`config.mk`:
```
export PLATFORM = sky130hd
export DESIGN_NAME = mark_release_arena_allocator_core
export DESIGN_NICKNAME = d
export VERILOG_FILES = /design/src/sv/mra_pkg.sv /design/src/sv/mark_release_arena_allocator_core.sv /design/src/sv/mra_ram.sv /design/src/sv/mra_front.sv /design/src/sv/mra_back.sv
export SDC_FILE = /design/constraint.sdc
export NUM_CORES = 2
export LEC_CHECK = 0
export ABC_CLOCK_PERIOD_IN_PS = 8300
export BUFFER_PORTS_ARGS = -buffer_cell sky130_fd_sc_hd__buf_4
export CORE_ASPECT_RATIO = 0.5
export CORE_MARGIN = 4
export CORE_UTILIZATION = 57
export DETAILED_ROUTE_END_ITERATION = 10
export HOLD_SLACK_MARGIN = 0.02
export PLACE_DENSITY_LB_ADDON = 0.08
export SLEW_MARGIN = 5
export SYNTH_ARGS = -nofsm -noshare
export SYNTH_HDL_FRONTEND = slang
export SYNTH_SLANG_ARGS = --single-unit
```
`constraint.sdc`:
```
create_clock -name clock -period 8.3 [get_ports clock]
set_input_delay 1.245 -clock clock [delete_from_list [all_inputs] [get_ports clock]]
set_output_delay 1.245 -clock clock [all_outputs]
set_load 0.05 [all_outputs]
```
`src/sv/mra_pkg.sv`:
```
// Shared types and constants for the mark/release arena allocator.
package mra_pkg;

   // Fixed field widths
   localparam int MODE_W      = 2;
   localparam int COUNT_W     = 16;
   localparam int ELEM_W      = 16;
   localparam int SEGMENT_W   = 4;
   localparam int OFFSET_W    = 25;
   localparam int STATUS_W    = 2;
   localparam int CAP_W       = 25;
   localparam int BIG_FROM_W  = 5;
   localparam int CSR_INDEX_W = 2;
   localparam int CSR_DATA_W  = 25;
   // count times rounded element size always fits in 32 bits
   localparam int REQ_W       = 32;

   // Defaults for the top-level parameters
   localparam int MAX_SEGMENTS_DEFAULT      = 16;
   localparam int MAX_SEGMENT_BYTES_DEFAULT = 16777216;

   localparam int ALIGN_BYTES = 4;
   localparam int QUEUE_DEPTH = 2;

   // Register reset values
   localparam logic [CAP_W-1:0]      SMALL_BYTES_RESET = CAP_W'(524288);
   localparam logic [CAP_W-1:0]      BIG_BYTES_RESET   = CAP_W'(1048576);
   localparam logic [BIG_FROM_W-1:0] BIG_FROM_RESET    = BIG_FROM_W'(8);

   // Register indexes
   localparam logic [CSR_INDEX_W-1:0] CSR_SMALL_BYTES = 2'd0;
   localparam logic [CSR_INDEX_W-1:0] CSR_BIG_BYTES   = 2'd1;
   localparam logic [CSR_INDEX_W-1:0] CSR_BIG_FROM    = 2'd2;

   // Result status codes
   localparam logic [STATUS_W-1:0] STATUS_OK        = 2'd0;
   localparam logic [STATUS_W-1:0] STATUS_EXHAUSTED = 2'd1;
   localparam logic [STATUS_W-1:0] STATUS_TOO_LARGE = 2'd2;

   typedef enum logic [MODE_W-1:0] {
      MODE_ALLOC     = 2'd0,
      MODE_SET_MARK  = 2'd1,
      MODE_RELEASE   = 2'd2,
      MODE_DROP_MARK = 2'd3
   } mode_type;

   typedef enum logic [2:0] {
      ST_INIT,
      ST_IDLE,
      ST_READ,
      ST_CHECK,
      ST_OPEN_SIZE,
      ST_OPEN_WRITE
   } back_state_type;

   typedef struct packed {
      logic [MODE_W-1:0]  mode;
      logic [COUNT_W-1:0] elem_count;
      logic [ELEM_W-1:0]  elem_bytes;
   } req_type;

   typedef struct packed {
      logic [SEGMENT_W-1:0] segment;
      logic [OFFSET_W-1:0]  offset;
      logic [STATUS_W-1:0]  status;
   } rsp_type;

   // Classified transaction handed from front to back
   typedef struct packed {
      logic [MODE_W-1:0] mode;
      logic [REQ_W-1:0]  req_bytes;
   } job_type;

   typedef struct packed {
      logic [CAP_W-1:0]      small_bytes;
      logic [CAP_W-1:0]      big_bytes;
      logic [BIG_FROM_W-1:0] big_from;
   } cfg_type;

endpackage

```
`src/sv/mark_release_arena_allocator_core.sv`:
```
// Allocate: IDLE, READ and CHECK to the result register when the first searched
//   segment fits, READ and CHECK again per further segment searched, plus OPEN_SIZE
//   and OPEN_WRITE when a new segment is opened. Set mark goes through READ and CHECK;
//   release and drop mark load the result from IDLE. One transaction at a time: the
//   next starts once the result is popped.
// Reset restores the config registers; segment 0 is written the cycle after, queue open.
module mark_release_arena_allocator_core #(
   parameter int MAX_SEGMENTS      = mra_pkg::MAX_SEGMENTS_DEFAULT,
   parameter int MAX_SEGMENT_BYTES = mra_pkg::MAX_SEGMENT_BYTES_DEFAULT
) (
   input  logic                               clock,
   input  logic                               reset,
   // request transactions
   input  logic                               push,
   output logic                               full,
   input  mra_pkg::req_type                   req_data,
   // result transactions
   output logic                               empty,
   input  logic                               pop,
   output mra_pkg::rsp_type                   rsp_data,
   // configuration writes
   input  logic                               csr_valid,
   output logic                               csr_ready,
   input  logic [mra_pkg::CSR_INDEX_W-1:0]    csr_index,
   input  logic [mra_pkg::CSR_DATA_W-1:0]     csr_data
);
   import mra_pkg::*;

   logic [CAP_W-1:0]      small_bytes_ff, small_bytes_in;
   logic [CAP_W-1:0]      big_bytes_ff, big_bytes_in;
   logic [BIG_FROM_W-1:0] big_from_ff, big_from_in;
   logic                  csr_write;
   cfg_type               cfg;

   logic    job_valid;
   logic    job_take;
   job_type job;

   // Configuration must only be written while idle; the block does not enforce this, so writes are always taken.
   assign csr_ready = 1'b1;
   assign csr_write = csr_valid && csr_ready;

   // Unknown indexes fall through and leave all registers unchanged.
   always_comb begin
      small_bytes_in = small_bytes_ff;
      big_bytes_in   = big_bytes_ff;
      big_from_in    = big_from_ff;
      if (csr_write) begin
         case (csr_index)
            CSR_SMALL_BYTES: small_bytes_in = csr_data[CAP_W-1:0];
            CSR_BIG_BYTES:   big_bytes_in   = csr_data[CAP_W-1:0];
            CSR_BIG_FROM:    big_from_in    = csr_data[BIG_FROM_W-1:0];
            default:         small_bytes_in = small_bytes_ff;
         endcase
      end
   end

   always_ff @(posedge clock) begin
      if (reset) begin
         small_bytes_ff <= SMALL_BYTES_RESET;
         big_bytes_ff   <= BIG_BYTES_RESET;
         big_from_ff    <= BIG_FROM_RESET;
      end else begin
         small_bytes_ff <= small_bytes_in;
         big_bytes_ff   <= big_bytes_in;
         big_from_ff    <= big_from_in;
      end
   end

   always_comb begin
      cfg.small_bytes = small_bytes_ff;
      cfg.big_bytes   = big_bytes_ff;
      cfg.big_from    = big_from_ff;
   end

   // Front: request sizing (align, multiply) and a short transaction queue.
   mra_front u_front (
      .clock    (clock),
      .reset    (reset),
      .push     (push),
      .full     (full),
      .req_data (req_data),
      .job_valid(job_valid),
      .job      (job),
      .job_take (job_take)
   );

   // Back: segment table walk, segment opening, mark/release, result register.
   mra_back #(
      .MAX_SEGMENTS     (MAX_SEGMENTS),
      .MAX_SEGMENT_BYTES(MAX_SEGMENT_BYTES)
   ) u_back (
      .clock    (clock),
      .reset    (reset),
      .cfg      (cfg),
      .job_valid(job_valid),
      .job      (job),
      .job_take (job_take),
      .empty    (empty),
      .pop      (pop),
      .rsp_data (rsp_data)
   );

endmodule

```
`src/sv/mra_ram.sv`:
```
// Generic single-write, single-read RAM with registered read data.
module mra_ram #(
   parameter int WIDTH = 8,
   parameter int DEPTH = 16
) (
   input  logic                     clock,
   input  logic                     we,
   input  logic [$clog2(DEPTH)-1:0] waddr,
   input  logic [WIDTH-1:0]         wdata,
   input  logic [$clog2(DEPTH)-1:0] raddr,
   output logic [WIDTH-1:0]         rdata
);

   logic [WIDTH-1:0] mem_ff [DEPTH];
   logic [WIDTH-1:0] rdata_ff;

   always_ff @(posedge clock) begin
      if (we) begin
         mem_ff[waddr] <= wdata;
      end
      rdata_ff <= mem_ff[raddr];
   end

   assign rdata = rdata_ff;

endmodule

```
`src/sv/mra_front.sv`:
```
// Front end: accepts transactions, sizes allocate requests, queues them for the back end.
module mra_front (
   input  logic             clock,
   input  logic             reset,
   input  logic             push,
   output logic             full,
   input  mra_pkg::req_type req_data,
   output logic             job_valid,
   output mra_pkg::job_type job,
   input  logic             job_take
);
   import mra_pkg::*;

   localparam int PTR_W = (QUEUE_DEPTH > 1) ? $clog2(QUEUE_DEPTH) : 1;
   localparam int CNT_W = $clog2(QUEUE_DEPTH + 1);
   localparam int RND_W = ELEM_W + 1;

   job_type          queue_ff [QUEUE_DEPTH];
   logic [PTR_W-1:0] wptr_ff, wptr_in;
   logic [PTR_W-1:0] rptr_ff, rptr_in;
   logic [CNT_W-1:0] count_ff, count_in;

   logic                      accept;
   logic [RND_W-1:0]          rounded;
   logic [COUNT_W+RND_W-1:0]  product;
   job_type                   job_new;

   assign full      = (count_ff == CNT_W'(QUEUE_DEPTH));
   assign job_valid = (count_ff != '0);
   assign accept    = push && !full;

   // round element size up to the alignment, then scale by count
   assign rounded = (RND_W'(req_data.elem_bytes) + RND_W'(ALIGN_BYTES - 1))
                    & ~RND_W'(ALIGN_BYTES - 1);
   assign product = (COUNT_W+RND_W)'(req_data.elem_count) * (COUNT_W+RND_W)'(rounded);

   always_comb begin
      job_new.mode      = req_data.mode;
      job_new.req_bytes = product[REQ_W-1:0];
   end

   assign job = queue_ff[rptr_ff];

   always_comb begin
      wptr_in  = wptr_ff;
      rptr_in  = rptr_ff;
      count_in = count_ff;
      if (accept) begin
         wptr_in = (wptr_ff == PTR_W'(QUEUE_DEPTH - 1)) ? '0 : wptr_ff + 1'b1;
      end
      if (job_take) begin
         rptr_in = (rptr_ff == PTR_W'(QUEUE_DEPTH - 1)) ? '0 : rptr_ff + 1'b1;
      end
      if (accept && !job_take) begin
         count_in = count_ff + 1'b1;
      end else if (!accept && job_take) begin
         count_in = count_ff - 1'b1;
      end
   end

   always_ff @(posedge clock) begin
      if (reset) begin
         wptr_ff  <= '0;
         rptr_ff  <= '0;
         count_ff <= '0;
      end else begin
         wptr_ff  <= wptr_in;
         rptr_ff  <= rptr_in;
         count_ff <= count_in;
      end
   end

   always_ff @(posedge clock) begin
      if (accept) begin
         queue_ff[wptr_ff] <= job_new;
      end
   end

endmodule

```
`src/sv/mra_back.sv`:
```
// Back end: segment table, first-fit search, mark handling and result register.
module mra_back #(
   parameter int MAX_SEGMENTS      = mra_pkg::MAX_SEGMENTS_DEFAULT,
   parameter int MAX_SEGMENT_BYTES = mra_pkg::MAX_SEGMENT_BYTES_DEFAULT
) (
   input  logic             clock,
   input  logic             reset,
   input  mra_pkg::cfg_type cfg,
   input  logic             job_valid,
   input  mra_pkg::job_type job,
   output logic             job_take,
   output logic             empty,
   input  logic             pop,
   output mra_pkg::rsp_type rsp_data
);
   import mra_pkg::*;

   localparam int SEG_W  = $clog2(MAX_SEGMENTS);
   localparam int BYTE_W = $clog2(MAX_SEGMENT_BYTES + 1);
   localparam int WORD_W = 2 * BYTE_W;
   localparam logic [SEG_W-1:0] LAST_SEG = SEG_W'(MAX_SEGMENTS - 1);
   localparam logic [BYTE_W-1:0] INIT_REM =
      (REQ_W'(SMALL_BYTES_RESET) > REQ_W'(MAX_SEGMENT_BYTES)) ?
      BYTE_W'(MAX_SEGMENT_BYTES) : BYTE_W'(SMALL_BYTES_RESET);

   function automatic logic [BYTE_W-1:0] cap_bytes(input logic [CAP_W-1:0] v);
      logic [REQ_W-1:0] v32;
      v32 = REQ_W'(v);
      if (v32 > REQ_W'(MAX_SEGMENT_BYTES)) begin
         return BYTE_W'(MAX_SEGMENT_BYTES);
      end
      return BYTE_W'(v32);
   endfunction

   back_state_type state_ff, state_in;

   logic [SEG_W-1:0]  newest_ff, newest_in;
   logic [SEG_W-1:0]  mark_seg_ff, mark_seg_in;
   logic [BYTE_W-1:0] mark_off_ff, mark_off_in;
   logic [BYTE_W-1:0] mark_rem_ff, mark_rem_in;
   logic [SEG_W-1:0]  pos_ff, pos_in;
   job_type           job_ff, job_in;
   logic [BYTE_W-1:0] cap_ff, cap_in;
   logic              rsp_valid_ff, rsp_valid_in;
   rsp_type           rsp_ff, rsp_in;
   logic              rsp_load;

   logic              ram_we;
   logic [SEG_W-1:0]  ram_waddr;
   logic [WORD_W-1:0] ram_wdata;
   logic [SEG_W-1:0]  ram_raddr;
   logic [WORD_W-1:0] ram_rdata;

   logic [BYTE_W-1:0] rd_off, rd_rem, req_low, small_cap, cap_sel;
   logic              start, fits, at_newest, exhausted, too_large;
   logic [7:0]        pos_wide;
   logic [REQ_W-1:0]  rd_off_wide;

   // each entry holds {next free offset, bytes remaining}
   mra_ram #(
      .WIDTH(WORD_W),
      .DEPTH(MAX_SEGMENTS)
   ) u_seg_ram (
      .clock(clock),
      .we   (ram_we),
      .waddr(ram_waddr),
      .wdata(ram_wdata),
      .raddr(ram_raddr),
      .rdata(ram_rdata)
   );

   assign rd_off      = ram_rdata[WORD_W-1:BYTE_W];
   assign rd_rem      = ram_rdata[BYTE_W-1:0];
   assign req_low     = job_ff.req_bytes[BYTE_W-1:0];
   assign small_cap   = cap_bytes(cfg.small_bytes);
   assign cap_sel     = (8'(pos_ff) < 8'(cfg.big_from)) ? small_cap : cap_bytes(cfg.big_bytes);
   assign pos_wide    = 8'(pos_ff);
   assign rd_off_wide = REQ_W'(rd_off);

   assign start     = (state_ff == ST_IDLE) && job_valid && !rsp_valid_ff;
   assign fits      = REQ_W'(rd_rem) >= job_ff.req_bytes;
   assign at_newest = (pos_ff == newest_ff);
   assign exhausted = (newest_ff == LAST_SEG);
   assign too_large = job_ff.req_bytes > REQ_W'(MAX_SEGMENT_BYTES);

   // next state
   always_comb begin
      state_in = state_ff;
      case (state_ff)
         ST_INIT: begin
            state_in = ST_IDLE;
         end
         ST_IDLE: begin
            if (start && (job.mode == MODE_ALLOC || job.mode == MODE_SET_MARK)) begin
               state_in = ST_READ;
            end
         end
         ST_READ: begin
            state_in = ST_CHECK;
         end
         ST_CHECK: begin
            if (job_ff.mode != MODE_ALLOC || fits) begin
               state_in = ST_IDLE;
            end else if (!at_newest) begin
               state_in = ST_READ;
            end else if (exhausted || too_large) begin
               state_in = ST_IDLE;
            end else begin
               state_in = ST_OPEN_SIZE;
            end
         end
         ST_OPEN_SIZE: begin
            state_in = ST_OPEN_WRITE;
         end
         ST_OPEN_WRITE: begin
            state_in = ST_IDLE;
         end
         default: begin
            state_in = ST_IDLE;
         end
      endcase
   end

   // outputs and datapath
   always_comb begin
      job_take    = 1'b0;
      ram_we      = 1'b0;
      ram_waddr   = pos_ff;
      ram_wdata   = '0;
      ram_raddr   = pos_ff;
      rsp_load    = 1'b0;
      rsp_in      = '0;
      newest_in   = newest_ff;
      mark_seg_in = mark_seg_ff;
      mark_off_in = mark_off_ff;
      mark_rem_in = mark_rem_ff;
      pos_in      = pos_ff;
      job_in      = job_ff;
      cap_in      = cap_ff;
      case (state_ff)
         ST_INIT: begin
            ram_we    = 1'b1;
            ram_waddr = '0;
            ram_wdata = {BYTE_W'(0), INIT_REM};
         end
         ST_IDLE: begin
            if (start) begin
               job_take = 1'b1;
               job_in   = job;
               case (mode_type'(job.mode))
                  MODE_ALLOC: begin
                     pos_in = mark_seg_ff;
                  end
                  MODE_SET_MARK: begin
                     pos_in = newest_ff;
                  end
                  MODE_RELEASE: begin
                     ram_we    = 1'b1;
                     ram_waddr = mark_seg_ff;
                     ram_wdata = {mark_off_ff, mark_rem_ff};
                     newest_in = mark_seg_ff;
                     rsp_load  = 1'b1;
                  end
                  MODE_DROP_MARK: begin
                     mark_seg_in = '0;
                     mark_off_in = '0;
                     mark_rem_in = small_cap;
                     rsp_load    = 1'b1;
                  end
                  default: begin
                     rsp_load = 1'b1;
                  end
               endcase
            end
         end
         ST_CHECK: begin
            if (job_ff.mode != MODE_ALLOC) begin
               mark_seg_in = newest_ff;
               mark_off_in = rd_off;
               mark_rem_in = rd_rem;
               rsp_load    = 1'b1;
            end else if (fits) begin
               ram_we            = 1'b1;
               ram_wdata         = {rd_off + req_low, rd_rem - req_low};
               rsp_load          = 1'b1;
               rsp_in.segment    = pos_wide[SEGMENT_W-1:0];
               rsp_in.offset     = rd_off_wide[OFFSET_W-1:0];
            end else if (!at_newest) begin
               pos_in = pos_ff + 1'b1;
            end else if (exhausted || too_large) begin
               // back to the empty arena
               ram_we        = 1'b1;
               ram_waddr     = '0;
               ram_wdata     = {BYTE_W'(0), small_cap};
               newest_in     = '0;
               mark_seg_in   = '0;
               mark_off_in   = '0;
               mark_rem_in   = small_cap;
               rsp_load      = 1'b1;
               rsp_in.status = exhausted ? STATUS_EXHAUSTED : STATUS_TOO_LARGE;
            end else begin
               pos_in = newest_ff + 1'b1;
            end
         end
         ST_OPEN_SIZE: begin
            // capacity never below the request
            cap_in = (REQ_W'(cap_sel) < job_ff.req_bytes) ? req_low : cap_sel;
         end
         ST_OPEN_WRITE: begin
            ram_we         = 1'b1;
            ram_wdata      = {req_low, cap_ff - req_low};
            newest_in      = pos_ff;
            rsp_load       = 1'b1;
            rsp_in.segment = pos_wide[SEGMENT_W-1:0];
         end
         default: begin
            job_take = 1'b0;
         end
      endcase
   end

   always_comb begin
      rsp_valid_in = rsp_valid_ff;
      if (rsp_load) begin
         rsp_valid_in = 1'b1;
      end else if (pop) begin
         rsp_valid_in = 1'b0;
      end
   end

   always_ff @(posedge clock) begin
      if (reset) begin
         state_ff     <= ST_INIT;
         rsp_valid_ff <= 1'b0;
         newest_ff    <= '0;
         mark_seg_ff  <= '0;
         mark_off_ff  <= '0;
         mark_rem_ff  <= INIT_REM;
      end else begin
         state_ff     <= state_in;
         rsp_valid_ff <= rsp_valid_in;
         newest_ff    <= newest_in;
         mark_seg_ff  <= mark_seg_in;
         mark_off_ff  <= mark_off_in;
         mark_rem_ff  <= mark_rem_in;
      end
   end

   always_ff @(posedge clock) begin
      pos_ff <= pos_in;
      job_ff <= job_in;
      cap_ff <= cap_in;
      if (rsp_load) begin
         rsp_ff <= rsp_in;
      end
   end

   assign empty    = !rsp_valid_ff;
   assign rsp_data = rsp_ff;

endmodule

```
# After elaboration in Yosys (flattened, before gate mapping)
# Memory sizes are Yosys's and may differ from the RTL's. A register that Yosys moved wholly into a read port is not among the register bits.
# Index checks and enable logic that the tools add are counted.
[word_totals]
ramBits = 864
n_memories = 2
input_bits = 66
output_inout_bits = 34
reg_bits = 215
wordCells = 192
[op_classes]
mux = 91
n_addsub = 10
n_mul = 1
bitwise_logic = 4
magnitude_cmp = 6
eq_ne = 26
reduce_logical = 33
[mem_list]
columns = ["name", "words", "word_bits", "rd", "rd_ports_with_merged_regs", "write_ports", "line", "source"]
rows = [
  ["u_back.u_seg_ram.mem_ff", 16, 50, 1, 1, 1, "mra_ram.sv:14", "logic [WIDTH-1:0] mem_ff [DEPTH];"],
  ["u_front.queue_ff", 2, 32, 1, 1, 1, "mra_front.sv:18", "job_type queue_ff [QUEUE_DEPTH];"],
]
[op_table]
columns = ["operator", "count"]
rows = [
  ["$mux 25", 20],
  ["$mux 50", 4],
  ["$pmux 50 s4", 1],
  ["$pmux 25 s2", 2],
  ["$mux 4", 20],
  ["$gt 25x25->1 const B", 2],
  ["$sub 25x25->25", 2],
  ["$ge 25x32->1", 1],
  ["$gt 32x25->1 const B", 1],
  ["$lt 25x32->1", 1],
  ["$pmux 4 s2", 4],
  ["$mux 31", 1],
  ["$mul 16x15->30", 1],
  ["$mux 29", 1],
  ["$add 25x25->25", 1],
  ["$pmux 4 s3", 2],
  ["$mux 1", 23],
  ["$add 16x2->17 const B", 1],
  ["$mux 2", 6],
  ["$mux 3", 4],
  ["$pmux 3 s4", 1],
  ["$reduce_and 6->1", 2],
  ["$ne 2x2->1 const B", 5],
  ["$reduce_bool 2->1", 5],
  ["other kinds (28)", 60],
]

# Depth between registers and ports, before layout
[logic_depth]
ltp_word = 9
mapped_depth = 28
mapped_depth_nobuf = 27

# Modules after synthesis
# A second synthesis with hierarchy kept.
[hier_totals]
hier_cells = 3984
hier_area_um2 = 56180.1
[by_module_without_submodules]
columns = ["module", "instances", "seq_area_each_um2", "cells_per_inst", "area_each_um2"]
rows = [
  ["mra_ram", 1, 25024.0, 1294, 30910.9],
  ["mra_back", 1, 4063.9, 1364, 12105.4],
  ["mra_front", 1, 2021.9, 1111, 10872.9],
  ["mark_release_arena_allocator_core", 1, 1101.1, 215, 2290.9],
]

# Least setup slack after synthesis
# OpenSTA, ideal clock, no wires.
[synth_path]
path_kind = "in2reg"
start = "in req_data[0] (netlist name)"
end = "mem u_front.queue_ff[0][29] (netlist name) (data pin)"
n_path_buf = 1
arrival_time_ps = 7858
slack_ps = 176
required_time_ps = 8034
setup_time_ps = 266
path_stages = 27
cell_sequence = "o2111ai_1 nor3_1 and3_1 and4_1 nand3_1 xnor2_1 clkbuf_1 nand2_1 fa_1 fa_1 inv_1 fa_1 fa_1 fa_1 inv_1 fa_1 inv_1 ha_1 a21oi_1 o21a_1 nor3b_1 a21oi_1 o311ai_1 nand3_1 or4_1 o21ai_0 xnor2_1"
[synth_between]
elab_chain_cells = 2
[synth_rtl]
columns = ["element", "line", "source"]
rows = [
  ["start, declared", "mark_release_arena_allocator_core.sv:16", "input mra_pkg::req_type req_data,"],
  ["$add 16x2->17", "mra_front.sv:33", "assign rounded = (RND_W'(req_data.elem_bytes) + RND_W'(ALIGN_BYTES - 1))"],
  ["$mul 16x15->30", "mra_front.sv:35", "assign product = (COUNT_W+RND_W)'(req_data.elem_count) * (COUNT_W+RND_W)'(rounded);"],
  ["net u_front.product[31]", "mra_front.sv:25", "logic [COUNT_W+RND_W-1:0] product;"],
  ["end, declared", "mra_front.sv:18", ""],
]
# The timed path passes the listed nets, and every way through them passes these cells.

# Worst setup path after layout
# Same ends and word-level chain as after synthesis.

==> results_dict.tcl <==
set metrics [dict create \
    drt-total-wl_mm 136 \
    cellLeakagePower_nw 21.4 \
    layout_worst_path_cycle_share 0.921 \
    drc 0 \
    cts_htree_levels 3 \
    crit_end "u_front.queue_ff[0][29]" \
    rr_worst_depth 8 \
    startpoint_type "input port" \
    boundaryPins 100 \
    yosys_warnings 0 \
    setup_viol 0 \
    cts_hold_buf 0 \
    synth_xor_area_frac 0.0168 \
    drtAntennaViolNets 0 \
    power_mw 19.5 \
    crit_type "input port to flop" \
    dieArea_sq_um 102000 \
    gp_congestion 0.952 \
    drive_gt1_frac 0.180 \
    initial_utilization 0.575 \
    area_growth_syn_to_layout_pct 11.0 \
    drv_slew 0 \
    worst_r2r_endpoint "u_back.u_seg_ram.mem_ff[5][9]" \
    powerDensity_nw_per_um2 320 \
    status "completed" \
    rr_startpoint "u_back.pos_ff[0]" \
    grt_pass1_wl_mm 206 \
    tightestPinTransition_ps 1200 \
    finalInstanceArea_sq_um 60900 \
    final_common_cell "edfxtp_1" \
    layout_common_cells "956 x edfxtp_1, 304 x nand2_1, 257 x inv_1" \
    die_x_microns 447 \
    startpoint "req_data[0]" \
    drt_iter0_drc 3638 \
    critPathArrivalTime_ps 8090 \
    grt_pass1_vias 32400 \
    ys_seq_area_frac 0.586 \
    grt_overflow 0 \
    cts_inserted_buffers 97 \
    core-area_sq_um 95400 \
    cts-root-buf "clkbuf_16" \
    path_max_fanout 5 \
    cp-end-kind "flop" \
    routedWlPerCell_microns 26.0 \
    fmax_ghz 0.131 \
    finalNetCount 4327 \
    synth.distinct_cells 75 \
    min_path_type "flop to flop" \
    postCtsSetupBuffers 0 \
    post_cts_resize_count 0 \
    rsz0062_at_grt "false" \
    path_clk_slew_ps 70 \
    synthCells 3761 \
    grt_use_total 0.273 \
    antenna_found_initial 1 \
    first_pass_iters 6 \
    synth_edf_count 956 \
    yosys.area.top_type "edfxtp_1" \
    relSlewSlack 0.202 \
    synth-compound-area-share 0.0666 \
    detail_route.vias_per_cell 6.23 \
    clock_path_buffers 3 \
    portBuffers 98 \
    synthMuxAreaShare 0.117 \
    drv_cap 0 \
    cts_tree "built" \
    synth_ff_type "edfxtp_1" \
    die_h_microns 227 \
    via_count 32700 \
    cp_data_required_time_ps 8740 \
    synth.avg_cell_area_sq_um 14.6 \
    hold_violations 0 \
    grt_max_degree 132 \
    synthArstFlopShare 0 \
    clock_sinks 1128 \
    ir_worst_vdd_uv 369 \
    synthAdderAreaFrac 0.109 \
    period_minus_slack_ps 7650 \
    synth-seq-cells 1128 \
    ff2ff_setup_slack_ps 2470 \
    clk_latency_ps 700 \
    synth_area_leaders "edfxtp_1 52%, mux4_2 10%, fa_1 6.6%" \
    syn-num-nets 4194 \
    final.setup.tns_ps 0 \
    synth_top_family_by_area "multiplexers" \
    fin_skew_ps 17.1 \
    num_rows 80 \
    synth_top_area_share 0.523 \
    num_antenna_cells 0 \
    dpl.hpwl_mm 88.4 \
    yosys.area_share.simple 0.0747 \
    post_dp_cell_area_sq_um 57700 \
    synthesis.area_sq_um 54900 \
]
[synthesized netlist by cell type (59+ instances only)]
library cell	count
xnor2_1	60
dfxtp_1	172
nor2b_1	87
nand2_1	304
o21ai_0	114
clkbuf_1	141
edfxtp_1	956
ha_1	185
a21o_1	59
inv_1	257
and2_1	77
nor2_1	157
fa_1	182
mux4_2	250
a21oi_1	153
[per-stage QoR]
step           utilization  hold slack [ps]  setup slack [ps]  instances
2_1_floorplan            -              434               176       3761
3_3_place_gp         0.605              460              48.4       5066
3_5_place_dp         0.605              451             -74.3       5066
4_1_cts              0.638              473               668       5248
5_1_grt              0.638              495              35.8       5248
6_report             0.638              477               654       5248
[worst max-delay path, cell delays in order]
cell,delay [ps]
buf_4,90
o2111ai_1,150
nor3_1,240
and3_1,280
and4_1,280
nand3_1,130
xnor2_1,320
and2_1,220
fa_1,440
fa_1,470
fa_1,520
fa_1,430
fa_1,500
inv_1,50
fa_1,480
inv_1,50
ha_1,310
a21oi_1,160
o21a_1,160
nor3b_1,290
a21oi_1,190
o311ai_1,320
nand3_1,130
or4_1,400
o21ai_0,120
xnor2_1,120
[area by class of cell]
class | count | area (sq um)
multi-input cells | 2197 | 21200
flip-flops and latches | 1128 | 32200
fillers | 6957 | 34500
well taps | 1271 | 1590
inverters | 257 | 965
clock inverters | 52 | 480
clock buffers | 130 | 2730
repair buffers | 213 | 1750
[per-layer routing]
metal  share of wire  GRT usage  vias to the layer above
li1                -          -                    14300
met1            0.43      0.405                    16800
met2            0.45      0.420                     1388
met3           0.088     0.0563                      228
met4           0.025     0.0703                        0
met5               0          0                        -
[cell families after synthesis]
group	Yosys count
buf+inv	436
flops	1128
fa+ha+maj	367
mux	322
xor+xnor	105
simple gates	844
compound gates	558
other cells	1
[worst min path at each step]
stage | from | to | slack, ps | depth (start not counted)
2_1_floorplan | u_back.u_seg_ram.rdata[25] | u_back.mark_off_ff[0] | 430 | 1
3_3_place_gp | big_bytes_ff[5] | big_bytes_ff[5] | 460 | 2
3_5_place_dp | u_back.u_seg_ram.rdata[25] | u_back.mark_off_ff[0] | 450 | 1
6_report | big_bytes_ff[3] | big_bytes_ff[3] | 480 | 2
5_1_grt | u_back.mark_off_ff[3] | u_back.mark_off_ff[3] | 500 | 1
4_1_cts | big_bytes_ff[13] | big_bytes_ff[13] | 470 | 2
[flip-flops by register name (all words and copies together), names as in the netlist, 3 cells and up, named ones only]
signal and count:
u_back.mark_off_ff 25, u_back.job_ff 32, u_back.cap_ff 25, u_back.u_seg_ram.rdata 50
u_front.queue_ff 64, small_bytes_ff 25, big_from_ff 5, u_back.mark_seg_ff 4
u_back.pos_ff 4, u_back.state_ff 3, u_back.newest_ff 4, u_back.mark_rem_ff 25
u_back.rsp_data 31, big_bytes_ff 25, u_back.u_seg_ram.mem_ff 800
[report_power, final]
part,leakage [nW],switching (mW),internal (mW)
clock,1.58,2.07,2.52
sequential,9.42,0.374,7.24
combinational,10.4,4.26,3.04
(Power assumes the default switching activity.)
